--- config.mk ---
export PLATFORM = sky130hd
export DESIGN_NAME = lifo_stack_with_reverse_core
export DESIGN_NICKNAME = d
export VERILOG_FILES = /design/src/rtl/lsr_pkg.sv /design/src/rtl/lifo_stack_with_reverse_core.sv /design/src/rtl/lsr_ram.sv
export SDC_FILE = /design/constraint.sdc
export NUM_CORES = 2
export LEC_CHECK = 0
export ABC_CLOCK_PERIOD_IN_PS = 6200
export BUFFER_PORTS_ARGS = -buffer_cell sky130_fd_sc_hd__buf_2
export CAP_MARGIN = 25
export CORE_MARGIN = 2
export CORE_UTILIZATION = 30
export CTS_CLUSTER_SIZE = 28
export DETAILED_ROUTE_END_ITERATION = 16
export PLACE_DENSITY_LB_ADDON = 0.08
export SYNTH_ARGS = -nofsm -noshare
export SYNTH_HDL_FRONTEND = slang
export SYNTH_SLANG_ARGS = --single-unit
--- constraint.sdc ---
create_clock -name clk -period 6.2 [get_ports clk]
set_input_delay 0.62 -clock clk [delete_from_list [all_inputs] [get_ports clk]]
set_output_delay 0.62 -clock clk [all_outputs]
set_load 0.02 [all_outputs]
--- src/rtl/lsr_pkg.sv ---
// ----------------------------------------------------------------------------
// lsr_pkg: shared types and constants for the lifo stack with reverse
// Command and status codes, sequencer states, default sizes and port widths.
// ----------------------------------------------------------------------------
package lsr_pkg;

	localparam int DEPTH_DEF     = 64;
	localparam int WORD_BITS_DEF = 32;

	localparam int CMD_W       = 3;
	localparam int VALUE_W     = 32;
	localparam int DATA_W      = 32;
	localparam int STATUS_W    = 2;
	localparam int COUNT_W     = 7;
	localparam int S_TDATA_W   = 32;
	localparam int M_TDATA_W   = 40;
	localparam int M_TDATA_PAD = M_TDATA_W - DATA_W - COUNT_W;

	typedef enum logic [CMD_W-1:0] {
		CMD_PUSH    = 3'd0,
		CMD_POP     = 3'd1,
		CMD_PEEK    = 3'd2,
		CMD_DUMP    = 3'd3,
		CMD_REVERSE = 3'd4
	} cmd_t;

	typedef enum logic [STATUS_W-1:0] {
		ST_OK       = 2'd0,
		ST_OVERFLOW = 2'd1,
		ST_EMPTY    = 2'd2
	} status_t;

	typedef enum logic [3:0] {
		S_IDLE,
		S_EXEC,
		S_DUMP_RD,
		S_DUMP_OUT,
		S_REV_A,
		S_REV_B,
		S_REV_C,
		S_REV_D,
		S_DONE
	} state_t;

endpackage

--- src/rtl/lifo_stack_with_reverse_core.sv ---
// ----------------------------------------------------------------------------
// lifo_stack_with_reverse_core: bounded lifo stack of signed words
// Push, pop, peek, dump from bottom to top, and in-place reversal, all
// served by one ram port pair and one pointer step/compare unit.
// ----------------------------------------------------------------------------
//
// channel  dir  tdata                             tuser        tlast
// s_axis   in   push_value[31:0]                  command[2:0] -
// m_axis   out  data_word[31:0] entry_count[38:32] status[1:0] last
//
// push, pop, peek: accept, then one ram read or write
// dump: per entry, a registered ram read (S_DUMP_RD), then an output beat (S_DUMP_OUT)
// reverse: per swapped pair, two reads then two writes on one port pair
// reset clears the entry count and control state only; ram contents stay
// a stalled result holds in the output register and the sequencer waits for it
//
module lifo_stack_with_reverse_core
	import lsr_pkg::*;
#(
	parameter int DEPTH     = DEPTH_DEF,
	parameter int WORD_BITS = WORD_BITS_DEF
) (
	input  logic                 clk,
	input  logic                 arst_n,

	input  logic                 s_axis_tvalid,
	output logic                 s_axis_tready,
	input  logic [S_TDATA_W-1:0] s_axis_tdata,  // push_value[31:0]
	input  logic [CMD_W-1:0]     s_axis_tuser,  // command[2:0]

	output logic                 m_axis_tvalid,
	input  logic                 m_axis_tready,
	output logic [M_TDATA_W-1:0] m_axis_tdata,  // data_word[31:0], entry_count[38:32], zero pad
	output logic [STATUS_W-1:0]  m_axis_tuser,  // status[1:0]
	output logic                 m_axis_tlast
);

	localparam int AW    = (DEPTH > 1) ? $clog2(DEPTH) : 1;
	localparam int CNT_W = $clog2(DEPTH + 1);

	state_t state_q, state_d;

	logic [CMD_W-1:0]     cmd_q;
	logic [VALUE_W-1:0]   val_q;
	logic [CNT_W-1:0]     cnt_q, cnt_d;
	logic [AW-1:0]        ptr_q, lo_q, hi_q;
	logic [WORD_BITS-1:0] tmp_q;

	logic                 ram_we;
	logic [AW-1:0]        ram_waddr, ram_raddr;
	logic [WORD_BITS-1:0] ram_wdata, ram_rdata;

	logic                 m_valid_q;
	logic [DATA_W-1:0]    m_data_q;
	logic [STATUS_W-1:0]  m_status_q;
	logic [COUNT_W-1:0]   m_count_q;
	logic                 m_last_q;

	logic                 out_free, emit, res_last;
	logic [DATA_W-1:0]    res_data;
	status_t              res_status;

	logic                 empty, full, dump_last;
	logic [AW-1:0]        lo_n, hi_n;
	logic                 swap_more;
	logic [DATA_W-1:0]    rd_word;

	lsr_ram #(
		.WIDTH(WORD_BITS),
		.DEPTH(DEPTH)
	) u_ram (
		.clk  (clk),
		.we   (ram_we),
		.waddr(ram_waddr),
		.wdata(ram_wdata),
		.raddr(ram_raddr),
		.rdata(ram_rdata)
	);

	assign out_free  = !m_valid_q || m_axis_tready;
	assign empty     = (cnt_q == '0);
	assign full      = (cnt_q >= CNT_W'(DEPTH));
	assign dump_last = ((CNT_W'(ptr_q) + 1'b1) == cnt_q);
	assign rd_word   = DATA_W'(signed'(ram_rdata));

	// shared pointer step and compare for the reversal walk
	assign lo_n      = lo_q + 1'b1;
	assign hi_n      = hi_q - 1'b1;
	assign swap_more = (lo_n < hi_n);

	assign s_axis_tready = (state_q == S_IDLE);

	// next state
	always_comb begin
		state_d = state_q;
		case (state_q)
			S_IDLE: begin
				if (s_axis_tvalid) state_d = S_EXEC;
			end
			S_EXEC: begin
				case (cmd_q)
					CMD_PUSH, CMD_POP, CMD_PEEK: begin
						if (out_free) state_d = S_IDLE;
					end
					CMD_DUMP: begin
						if (!empty) state_d = S_DUMP_RD;
						else if (out_free) state_d = S_IDLE;
					end
					CMD_REVERSE: begin
						if (cnt_q > CNT_W'(1)) state_d = S_REV_A;
						else if (out_free) state_d = S_IDLE;
					end
					default: state_d = S_IDLE;
				endcase
			end
			S_DUMP_RD:  state_d = S_DUMP_OUT;
			S_DUMP_OUT: begin
				if (out_free) state_d = dump_last ? S_IDLE : S_DUMP_RD;
			end
			S_REV_A: state_d = S_REV_B;
			S_REV_B: state_d = S_REV_C;
			S_REV_C: state_d = S_REV_D;
			S_REV_D: state_d = swap_more ? S_REV_A : S_DONE;
			S_DONE: begin
				if (out_free) state_d = S_IDLE;
			end
			default: state_d = S_IDLE;
		endcase
	end

	// outputs of the sequencer: ram control, result and count update
	always_comb begin
		emit       = 1'b0;
		res_data   = '0;
		res_status = ST_OK;
		res_last   = 1'b1;
		cnt_d      = cnt_q;
		ram_we     = 1'b0;
		ram_waddr  = cnt_q[AW-1:0];
		ram_wdata  = WORD_BITS'(signed'(val_q));
		ram_raddr  = AW'(cnt_q - 1'b1);
		case (state_q)
			S_EXEC: begin
				case (cmd_q)
					CMD_PUSH: begin
						emit = out_free;
						if (full) begin
							res_status = ST_OVERFLOW;
						end else begin
							ram_we = out_free;
							if (out_free) cnt_d = cnt_q + 1'b1;
						end
					end
					CMD_POP, CMD_PEEK: begin
						emit = out_free;
						if (empty) begin
							res_status = ST_EMPTY;
						end else begin
							res_data = rd_word;
							if (out_free && cmd_q == CMD_POP) cnt_d = cnt_q - 1'b1;
						end
					end
					CMD_DUMP: begin
						emit       = out_free && empty;
						res_status = ST_EMPTY;
					end
					CMD_REVERSE: begin
						emit = out_free && (cnt_q <= CNT_W'(1));
					end
					default: emit = 1'b0;
				endcase
			end
			S_DUMP_RD: ram_raddr = ptr_q;
			S_DUMP_OUT: begin
				ram_raddr = ptr_q;
				emit      = out_free;
				res_data  = rd_word;
				res_last  = dump_last;
			end
			S_REV_A: ram_raddr = lo_q;
			S_REV_B: ram_raddr = hi_q;
			S_REV_C: begin
				ram_we    = 1'b1;
				ram_waddr = lo_q;
				ram_wdata = ram_rdata;
			end
			S_REV_D: begin
				ram_we    = 1'b1;
				ram_waddr = hi_q;
				ram_wdata = tmp_q;
			end
			S_DONE: emit = out_free;
			default: emit = 1'b0;
		endcase
	end

	always_ff @(posedge clk or negedge arst_n) begin
		if (!arst_n) begin
			state_q   <= S_IDLE;
			cnt_q     <= '0;
			m_valid_q <= 1'b0;
		end else begin
			state_q <= state_d;
			cnt_q   <= cnt_d;
			if (emit) m_valid_q <= 1'b1;
			else if (m_axis_tready) m_valid_q <= 1'b0;
		end
	end

	always_ff @(posedge clk) begin
		if (s_axis_tvalid && s_axis_tready) begin
			cmd_q <= s_axis_tuser;
			val_q <= s_axis_tdata;
		end
		if (emit) begin
			m_data_q   <= res_data;
			m_status_q <= res_status;
			m_count_q  <= COUNT_W'(cnt_d);
			m_last_q   <= res_last;
		end
		if (state_q == S_EXEC) begin
			ptr_q <= '0;
			lo_q  <= '0;
			hi_q  <= AW'(cnt_q - 1'b1);
		end
		if (state_q == S_DUMP_OUT && emit) ptr_q <= ptr_q + 1'b1;
		if (state_q == S_REV_B) tmp_q <= ram_rdata;
		if (state_q == S_REV_D) begin
			lo_q <= lo_n;
			hi_q <= hi_n;
		end
	end

	assign m_axis_tvalid = m_valid_q;
	assign m_axis_tdata  = {{M_TDATA_PAD{1'b0}}, m_count_q, m_data_q};
	assign m_axis_tuser  = m_status_q;
	assign m_axis_tlast  = m_last_q;

	a_count_bound: assert property (@(posedge clk) disable iff (!arst_n)
		cnt_q <= CNT_W'(DEPTH))
		else $error("entry count above depth");

	a_swap_order: assert property (@(posedge clk) disable iff (!arst_n)
		(state_q == S_REV_A || state_q == S_REV_B || state_q == S_REV_C ||
		 state_q == S_REV_D) |-> (lo_q < hi_q))
		else $error("reversal pointers crossed");

	a_dump_in_range: assert property (@(posedge clk) disable iff (!arst_n)
		(state_q == S_DUMP_OUT) |-> (CNT_W'(ptr_q) < cnt_q))
		else $error("dump pointer past top");

	a_push_grows: assert property (@(posedge clk) disable iff (!arst_n)
		(emit && state_q == S_EXEC && cmd_q == CMD_PUSH && !full)
		|=> (cnt_q == $past(cnt_q) + 1'b1))
		else $error("push did not grow the stack");

	a_no_emit_when_held: assert property (@(posedge clk) disable iff (!arst_n)
		(m_valid_q && !m_axis_tready) |-> !emit)
		else $error("result overwritten while stalled");

endmodule

--- src/rtl/lsr_ram.sv ---
// ----------------------------------------------------------------------------
// lsr_ram: generic single-clock ram
// One write port and one read port, read data registered.
// ----------------------------------------------------------------------------
module lsr_ram #(
	parameter int WIDTH = 32,
	parameter int DEPTH = 64
) (
	input  logic                               clk,
	input  logic                               we,
	input  logic [(DEPTH > 1 ? $clog2(DEPTH) : 1)-1:0] waddr,
	input  logic [WIDTH-1:0]                   wdata,
	input  logic [(DEPTH > 1 ? $clog2(DEPTH) : 1)-1:0] raddr,
	output logic [WIDTH-1:0]                   rdata
);

	logic [WIDTH-1:0] mem [DEPTH];

	always_ff @(posedge clk) begin
		if (we) begin
			mem[waddr] <= wdata;
		end
		rdata <= mem[raddr];
	end

endmodule

After elaboration in Yosys (flattened, before gate mapping)
Memories as Yosys holds them, arrays and structs flattened. A register that Yosys moved wholly into a read port is not among the register bits.
Cells that the tools add are included.
- register bits: 139
- memory bits (writable): 2048
- bits of input ports: 39
- output and inout bits: 45
- word-level logic and storage cells: 96
- memories: 1
- add/sub/neg operators: 6
- order comparisons: 4
- equal/unequal tests: 15
- multiplexer cells: 38
- reductions and logical operators: 19
- memory list (memory ; depth ; bits a word ; read ports ; clocked after memory_dff ; write ports ; RTL line ; text):
    u_ram.mem ; 64 ; 32 ; 1 ; 1 ; 1 ; lsr_ram.sv:17 ; logic [WIDTH-1:0] mem [DEPTH];
- operator list (kind ; number):
    $pmux 32 s2 ; 2
    $mux 32 ; 2
    $pmux 4 s9 ; 1
    $mux 7 ; 5
    $mux 6 ; 5
    $mux 4 ; 6
    $pmux 6 s3 ; 1
    $eq 4x3->1 const B ; 4
    $pmux 7 s2 ; 1
    $add 6x1->6 const B ; 2
    $pmux 4 s3 ; 1
    $pmux 6 s2 ; 1
    $eq 4x2->1 const B ; 2
    $reduce_or 2->1 ; 4
    $add 6x1->7 const B ; 1
    $add 7x1->7 const B ; 1
    $eq 7x7->1 ; 1
    $ge 7x7->1 const B ; 1
    $gt 7x1->1 const B ; 1
    $le 7x1->1 const B ; 1
    $logic_not 7->1 ; 1
    $mux 1 ; 7
    $sub 7x1->7 const B ; 1
    $eq 3x2->1 const B ; 2
    other kinds (19) ; 28

Longest topological paths before layout
- depth after elaboration: 7
- depth in mapped cells: 14
- depth with buffers taken out: 10

By module
A second synthesis with hierarchy kept.
- cell total of the unflattened synthesis: 3871
- area total of the unflattened synthesis: 85209.2 um2
- by module, submodules not included (module ; instances ; cells an instance ; area an instance (um2) ; seq. area each (um2)):
    lsr_ram ; 1 ; 3324 ; 78515.3 ; 62139.6
    lifo_stack_with_reverse_core ; 1 ; 547 ; 6693.9 ; 4113.9

Least setup slack after synthesis
No wires, ideal clock.
- kind: register to register
- start: register cnt_q[3]
- end: register m_last_q, in the netlist m_axis_tlast (enable)
- setup time: 0.442 ns
- data arrival time: 3.357 ns
- data required time: 5.758 ns
- slack: 2.401 ns
- cell stages (with the launch flop): 9
- path buffers: 1
- clock period less this slack: 3.799 ns
- path through: dfrtp_1 -> clkbuf_1 -> nor4_1 -> o211ai_1 -> o21a_1 -> nor2_1 -> o21ai_0 -> o21a_1 -> nor2_1
- cells in the longest elaborated chain, start to end: 4
- elaborated cells on any way between the ends: 6
- those cells by class: order compare: 1; mux: 2; reduce/logical: 3
- ends and longest elaborated chain (what ; RTL line ; text):
    from (decl) ; lifo_stack_with_reverse_core.sv:45 ; logic [CNT_W-1:0] cnt_q, cnt_d;
    from (signal assigned) ; lifo_stack_with_reverse_core.sv:204 ; cnt_q <= cnt_d;
    $le 7x1->1 / $logic_not 7->1 (equally long branches) ; lifo_stack_with_reverse_core.sv:168, lifo_stack_with_reverse_core.sv:81 ;
    $logic_and 1x1->1 (on tied branches) ; lifo_stack_with_reverse_core.sv:168, lifo_stack_with_reverse_core.sv:164 ;
    $pmux 1 s3 * ; lifo_stack_with_reverse_core.sv:144 ; case (cmd_q)
    $pmux 1 s2 * ; lifo_stack_with_reverse_core.sv:142 ; case (state_q)
    named net emit ; lifo_stack_with_reverse_core.sv:59 ; logic out_free, emit, res_last;
    to (signal assigned) ; lifo_stack_with_reverse_core.sv:219 ; m_last_q <= res_last;
    to (decl) ; lifo_stack_with_reverse_core.sv:57 ; logic m_last_q;
Mark *: on every way through the listed nets, which the timed path passes. The rest lies on a longest branch.
A chain may end at the register's enable or synchronous reset.

Worst setup path after layout
- start: register state_q[2]
- end: memory u_ram.mem[55][23] (enable)
- cells in the longest elaborated chain, start to end: 5
- elaborated cells on any way between the ends: 8
- those cells by class: eq/ne: 3; mux: 4; reduce/logical: 1
- ends and longest elaborated chain (what ; RTL line ; text):
    from (decl) ; lifo_stack_with_reverse_core.sv:41 ; state_t state_q, state_d;
    from (signal assigned) ; lifo_stack_with_reverse_core.sv:203 ; state_q <= state_d;
    $eq 4x3->1 ; lifo_stack_with_reverse_core.sv:142 ;
    $reduce_or 2->1 (no line) ; - ;
    $pmux 1 s2 ; lifo_stack_with_reverse_core.sv:142 ;
    $mux 1 ; lsr_ram.sv:20 ; if (we) begin
    $mux 1 (not written as such) ; lsr_ram.sv:21 ; mem[waddr] <= wdata;
    to (decl) ; lsr_ram.sv:17 ;
Parallel ways exist; a longest one is shown, timed or not.

==> flow_results.xml <==
<?xml version="1.0" encoding="UTF-8"?>
<metrics>
  <group name="synthesis">
    <metric name="yosysUniqueCellTypes" unit="">73</metric>
    <metric name="post_synth_main_area_contributors" unit="">edfxtp_1, nand2_1, mux2i_1</metric>
    <metric name="synth.yosys.warnings" unit="">0</metric>
    <metric name="synth_seq_area_share" unit="">0.750</metric>
    <metric name="post-synth-top-area-cell" unit="">edfxtp_1</metric>
    <metric name="post_synth.cell_area_avg" unit="um2">14.5</metric>
    <metric name="post-synth-top-area-fraction" unit="">0.739</metric>
    <metric name="ys_seq_elements" unit="">2219</metric>
    <metric name="synth-edff-count" unit="">2175</metric>
    <metric name="syn_inst" unit="">6080</metric>
    <metric name="synth_top_flop_cell" unit="">edfxtp_1</metric>
    <metric name="synth.net_count" unit="">6130</metric>
    <metric name="synthArstFlopShare" unit="">0.00541</metric>
    <metric name="synth_area" unit="mm2">0.0883</metric>
  </group>
  <group name="clock_network">
    <metric name="cts_buffers" unit="">269</metric>
    <metric name="clkSlewWorstSetupHoldPaths" unit="ns">0.06</metric>
    <metric name="clock-root-buffer" unit="">clkbuf_16</metric>
    <metric name="cts.htree.levels" unit="">5</metric>
    <metric name="cts_setup_buffers" unit="">0</metric>
    <metric name="cts_tree" unit="">built</metric>
    <metric name="cts_max_path_buffers" unit="">4</metric>
    <metric name="skew_pair_late_insertion_delay" unit="ns">0.84</metric>
    <metric name="cts_sinks" unit="">2219</metric>
  </group>
  <group name="placed_design">
    <metric name="dp_hpwl" unit="um">184000</metric>
    <metric name="buffer_ports.inserted" unit="">82</metric>
    <metric name="gpl.final_weighted_congestion" unit="">0.832</metric>
    <metric name="dpl-instance-area" unit="mm2">0.0950</metric>
  </group>
  <group name="grt">
    <metric name="grt_pass1_wl" unit="um">421000</metric>
    <metric name="gr-total-overflow" unit="">0</metric>
    <metric name="number_of_antenna_violations_at_the_first_check_in_global_routing" unit="">21</metric>
    <metric name="grt.total_usage" unit="">0.195</metric>
    <metric name="number_of_global_route_vias_before_repair" unit="">52300</metric>
    <metric name="largest_net_degree_at_the_start_of_global_routing" unit="">145</metric>
  </group>
  <group name="routing">
    <metric name="drtIter0Drc" unit="">4944</metric>
    <metric name="postRouteAntennaNets" unit="">0</metric>
    <metric name="routed-via-count" unit="">53800</metric>
    <metric name="post-route-drc-count" unit="">0</metric>
    <metric name="drt_first_pass_iters" unit="">5</metric>
    <metric name="drt-vias-per-instance" unit="">5.15</metric>
    <metric name="routed_wire_length_per_instance" unit="um">28.7</metric>
    <metric name="postRouteWirelength" unit="um">299000</metric>
  </group>
  <group name="final_layout">
    <metric name="filler_cell_count" unit="">28200</metric>
    <metric name="final_layout_size_suffix_gt1_frac" unit="">0.146</metric>
    <metric name="synthesis_to_layout_area_growth" unit="%">17.4</metric>
    <metric name="final_area" unit="mm2">0.104</metric>
    <metric name="num-nets-final" unit="">6358</metric>
    <metric name="most_common_library_cell_in_the_layout_ignoring_fill_and_taps" unit="">edfxtp_1</metric>
    <metric name="final_cell_mix" unit="">edfxtp_1, nand2_1, nand3_1, and3_1, clkbuf_16</metric>
  </group>
  <group name="critical_path">
    <metric name="critical_path.cell_chain" unit="">nor2b_1 &gt; nand2_2 &gt; a221oi_1 &gt; nor2b_1 &gt; nand2_1 &gt; nor2_4 &gt; buf_4</metric>
    <metric name="path_delay_family" unit="">simple AND/OR/NAND/NOR gates</metric>
    <metric name="crit_arrival" unit="ns">5.46</metric>
    <metric name="cp-end-kind" unit="">flop</metric>
    <metric name="critical_path.slowest_cell" unit="">nor2_4</metric>
    <metric name="path_common_cell" unit="">nor2b_1</metric>
    <metric name="critical_path_buf_inv_count" unit="">1</metric>
    <metric name="critical_path_required" unit="ns">6.73</metric>
    <metric name="startpoint_type" unit="">flop</metric>
    <metric name="critical_path.max_stage_delay" unit="ns">0.94</metric>
    <metric name="worstPathMaxFanout" unit="">22</metric>
    <metric name="criticalPathCategory" unit="">reg -&gt; reg</metric>
  </group>
  <group name="sta">
    <metric name="final_period_minus_worst_setup_slack" unit="ns">4.93</metric>
    <metric name="finClkSkew" unit="ns">0.0575</metric>
    <metric name="timing.slew.headroom" unit="">0.194</metric>
    <metric name="worst-slew-pin-transition" unit="ns">1.21</metric>
    <metric name="totalNegativeSetupSlack" unit="ns">0</metric>
    <metric name="finalCritPeriodShare" unit="">0.795</metric>
    <metric name="rsz0062_at_grt" unit="">false</metric>
    <metric name="setup_violations" unit="">0</metric>
    <metric name="max_transition_viols_final" unit="">0</metric>
    <metric name="finalHoldViolCount" unit="">0</metric>
    <metric name="achievable-frequency" unit="MHz">203</metric>
  </group>
  <group name="floorplanning">
    <metric name="initial_utilization" unit="">0.301</metric>
    <metric name="fp.dieW" unit="um">547</metric>
    <metric name="placement_rows" unit="">199</metric>
    <metric name="top_level_ports" unit="">84</metric>
    <metric name="fp.dieH" unit="um">547</metric>
    <metric name="core-area" unit="mm2">0.294</metric>
    <metric name="die_area" unit="mm2">0.299</metric>
  </group>
  <group name="run">
    <metric name="max_cap_violations" unit="">0</metric>
  </group>
  <group name="status">
    <metric name="run_status" unit="">completed</metric>
  </group>
  <group name="worst_hold_path">
    <metric name="hold_class" unit="">in -&gt; reg</metric>
  </group>
</metrics>
[registers in the layout (all words and copies together), names as in the netlist]
name,cells
tmp_q,32
lo_q,6
u_ram.rdata,32
m_data_q,32
val_q,32
m_count_q,7
m_axis_tlast,1
m_axis_tvalid,1
ptr_q,6
cnt_q,7
u_ram.mem,2048
hi_q,6
cmd_q,3
state_q,4
m_axis_tuser,2
[cell usage after synthesis (23+ instances only)]
master    number
edfxtp_1    2175
nand2_1     1303
nand3_1      315
and3_1       301
a211oi_1     235
clkbuf_1     234
mux2i_1      230
a31oi_1      145
buf_2        139
nor2_1       116
a31o_2        84
a311oi_1      60
o21ai_0       57
a21oi_1       56
a22oi_1       53
o32a_1        42
a32oi_1       41
buf_1         38
nor2b_1       38
nor3b_1       33
a221o_1       32
dfxtp_1       32
nand4_1       30
and4_1        25
mux4_2        24
a221oi_1      23
[metal layers]
layer | share of wire | global-route usage
met1 | 0.49 | 0.296
met2 | 0.44 | 0.298
met3 | 0.050 | 0.0265
met4 | 0.015 | 0.0362
met5 | 0 | 0
[worst reg2reg max path: stages (launching register included)]
cell,delay (ns)
dfrtp_1,0.78
nor2b_1,0.52
nand2_2,0.30
a221oi_1,0.64
nor2b_1,0.37
nand2_1,0.68
nor2_4,0.96
buf_4,0.37
[stage by stage]
step / setup WS (ns) / std cells / hold slack, ns / utilization
after detailed placement: 1.41 / 9915 / 0.531 / 0.324
after global routing: 1.00 / 10400 / 0.192 / 0.353
final: 1.27 / 10400 / 0.214 / 0.353
after floorplan: 2.40 / 6080 / 0.324 / -
after global placement: 1.20 / 9908 / 0.536 / 0.324
after CTS: 1.38 / 10400 / 0.154 / 0.353
[layout make-up]
class                           count  area, um2  share of cell area
Antenna cell                        9       22.5            0.000217
Clock buffer                      340       7230              0.0697
Clock inverter                    130       1010             0.00971
Inverter                            9       33.8            0.000326
Multi-Input combinational cell   3421      21000               0.202
Sequential cell                  2219      66300               0.639
Tap cell                         3919       4900              0.0473
Timing Repair Buffer              388       3300              0.0318
[worst paths after layout]
check / end / cells past startpoint / slack, ns / from
max: u_ram.mem[55][23] / 7 / 1.27 / state_q[2]
min: state_q[0] / 3 / 0.21 / s_axis_tvalid
max reg2reg: u_ram.mem[55][23] / 7 / 1.27 / state_q[2]
min reg2reg: tmp_q[14] / 0 / 0.55 / u_ram.rdata[14]
max in group asynchronous: state_q[0] / 2 / 5.71 / arst_n
min in group asynchronous: cnt_q[1] / 2 / 0.23 / arst_n
[logic make-up after synthesis]
| family | Yosys count | synth area share |
|---|---|---|
| simple gates | 2214 | 0.113 |
| other cells | 1 | 0.0000425 |
| buf+inv | 440 | 0.0216 |
| compound gates | 910 | 0.0781 |
| mux | 258 | 0.0327 |
| fa+ha+maj | 11 | 0.00156 |
| xor+xnor | 27 | 0.00268 |
| flops | 2219 | 0.750 |
[what timing repair did]
action | 4_1_cts | 5_1_grt
resized for setup | 0 | 0
hold endpoints to repair | 47 | 0
hold buffers | 36 | 0
Power is left out: the tool's default activity adds up to more than one toggle a clock period on the data nets, which glitch-free logic cannot reach.
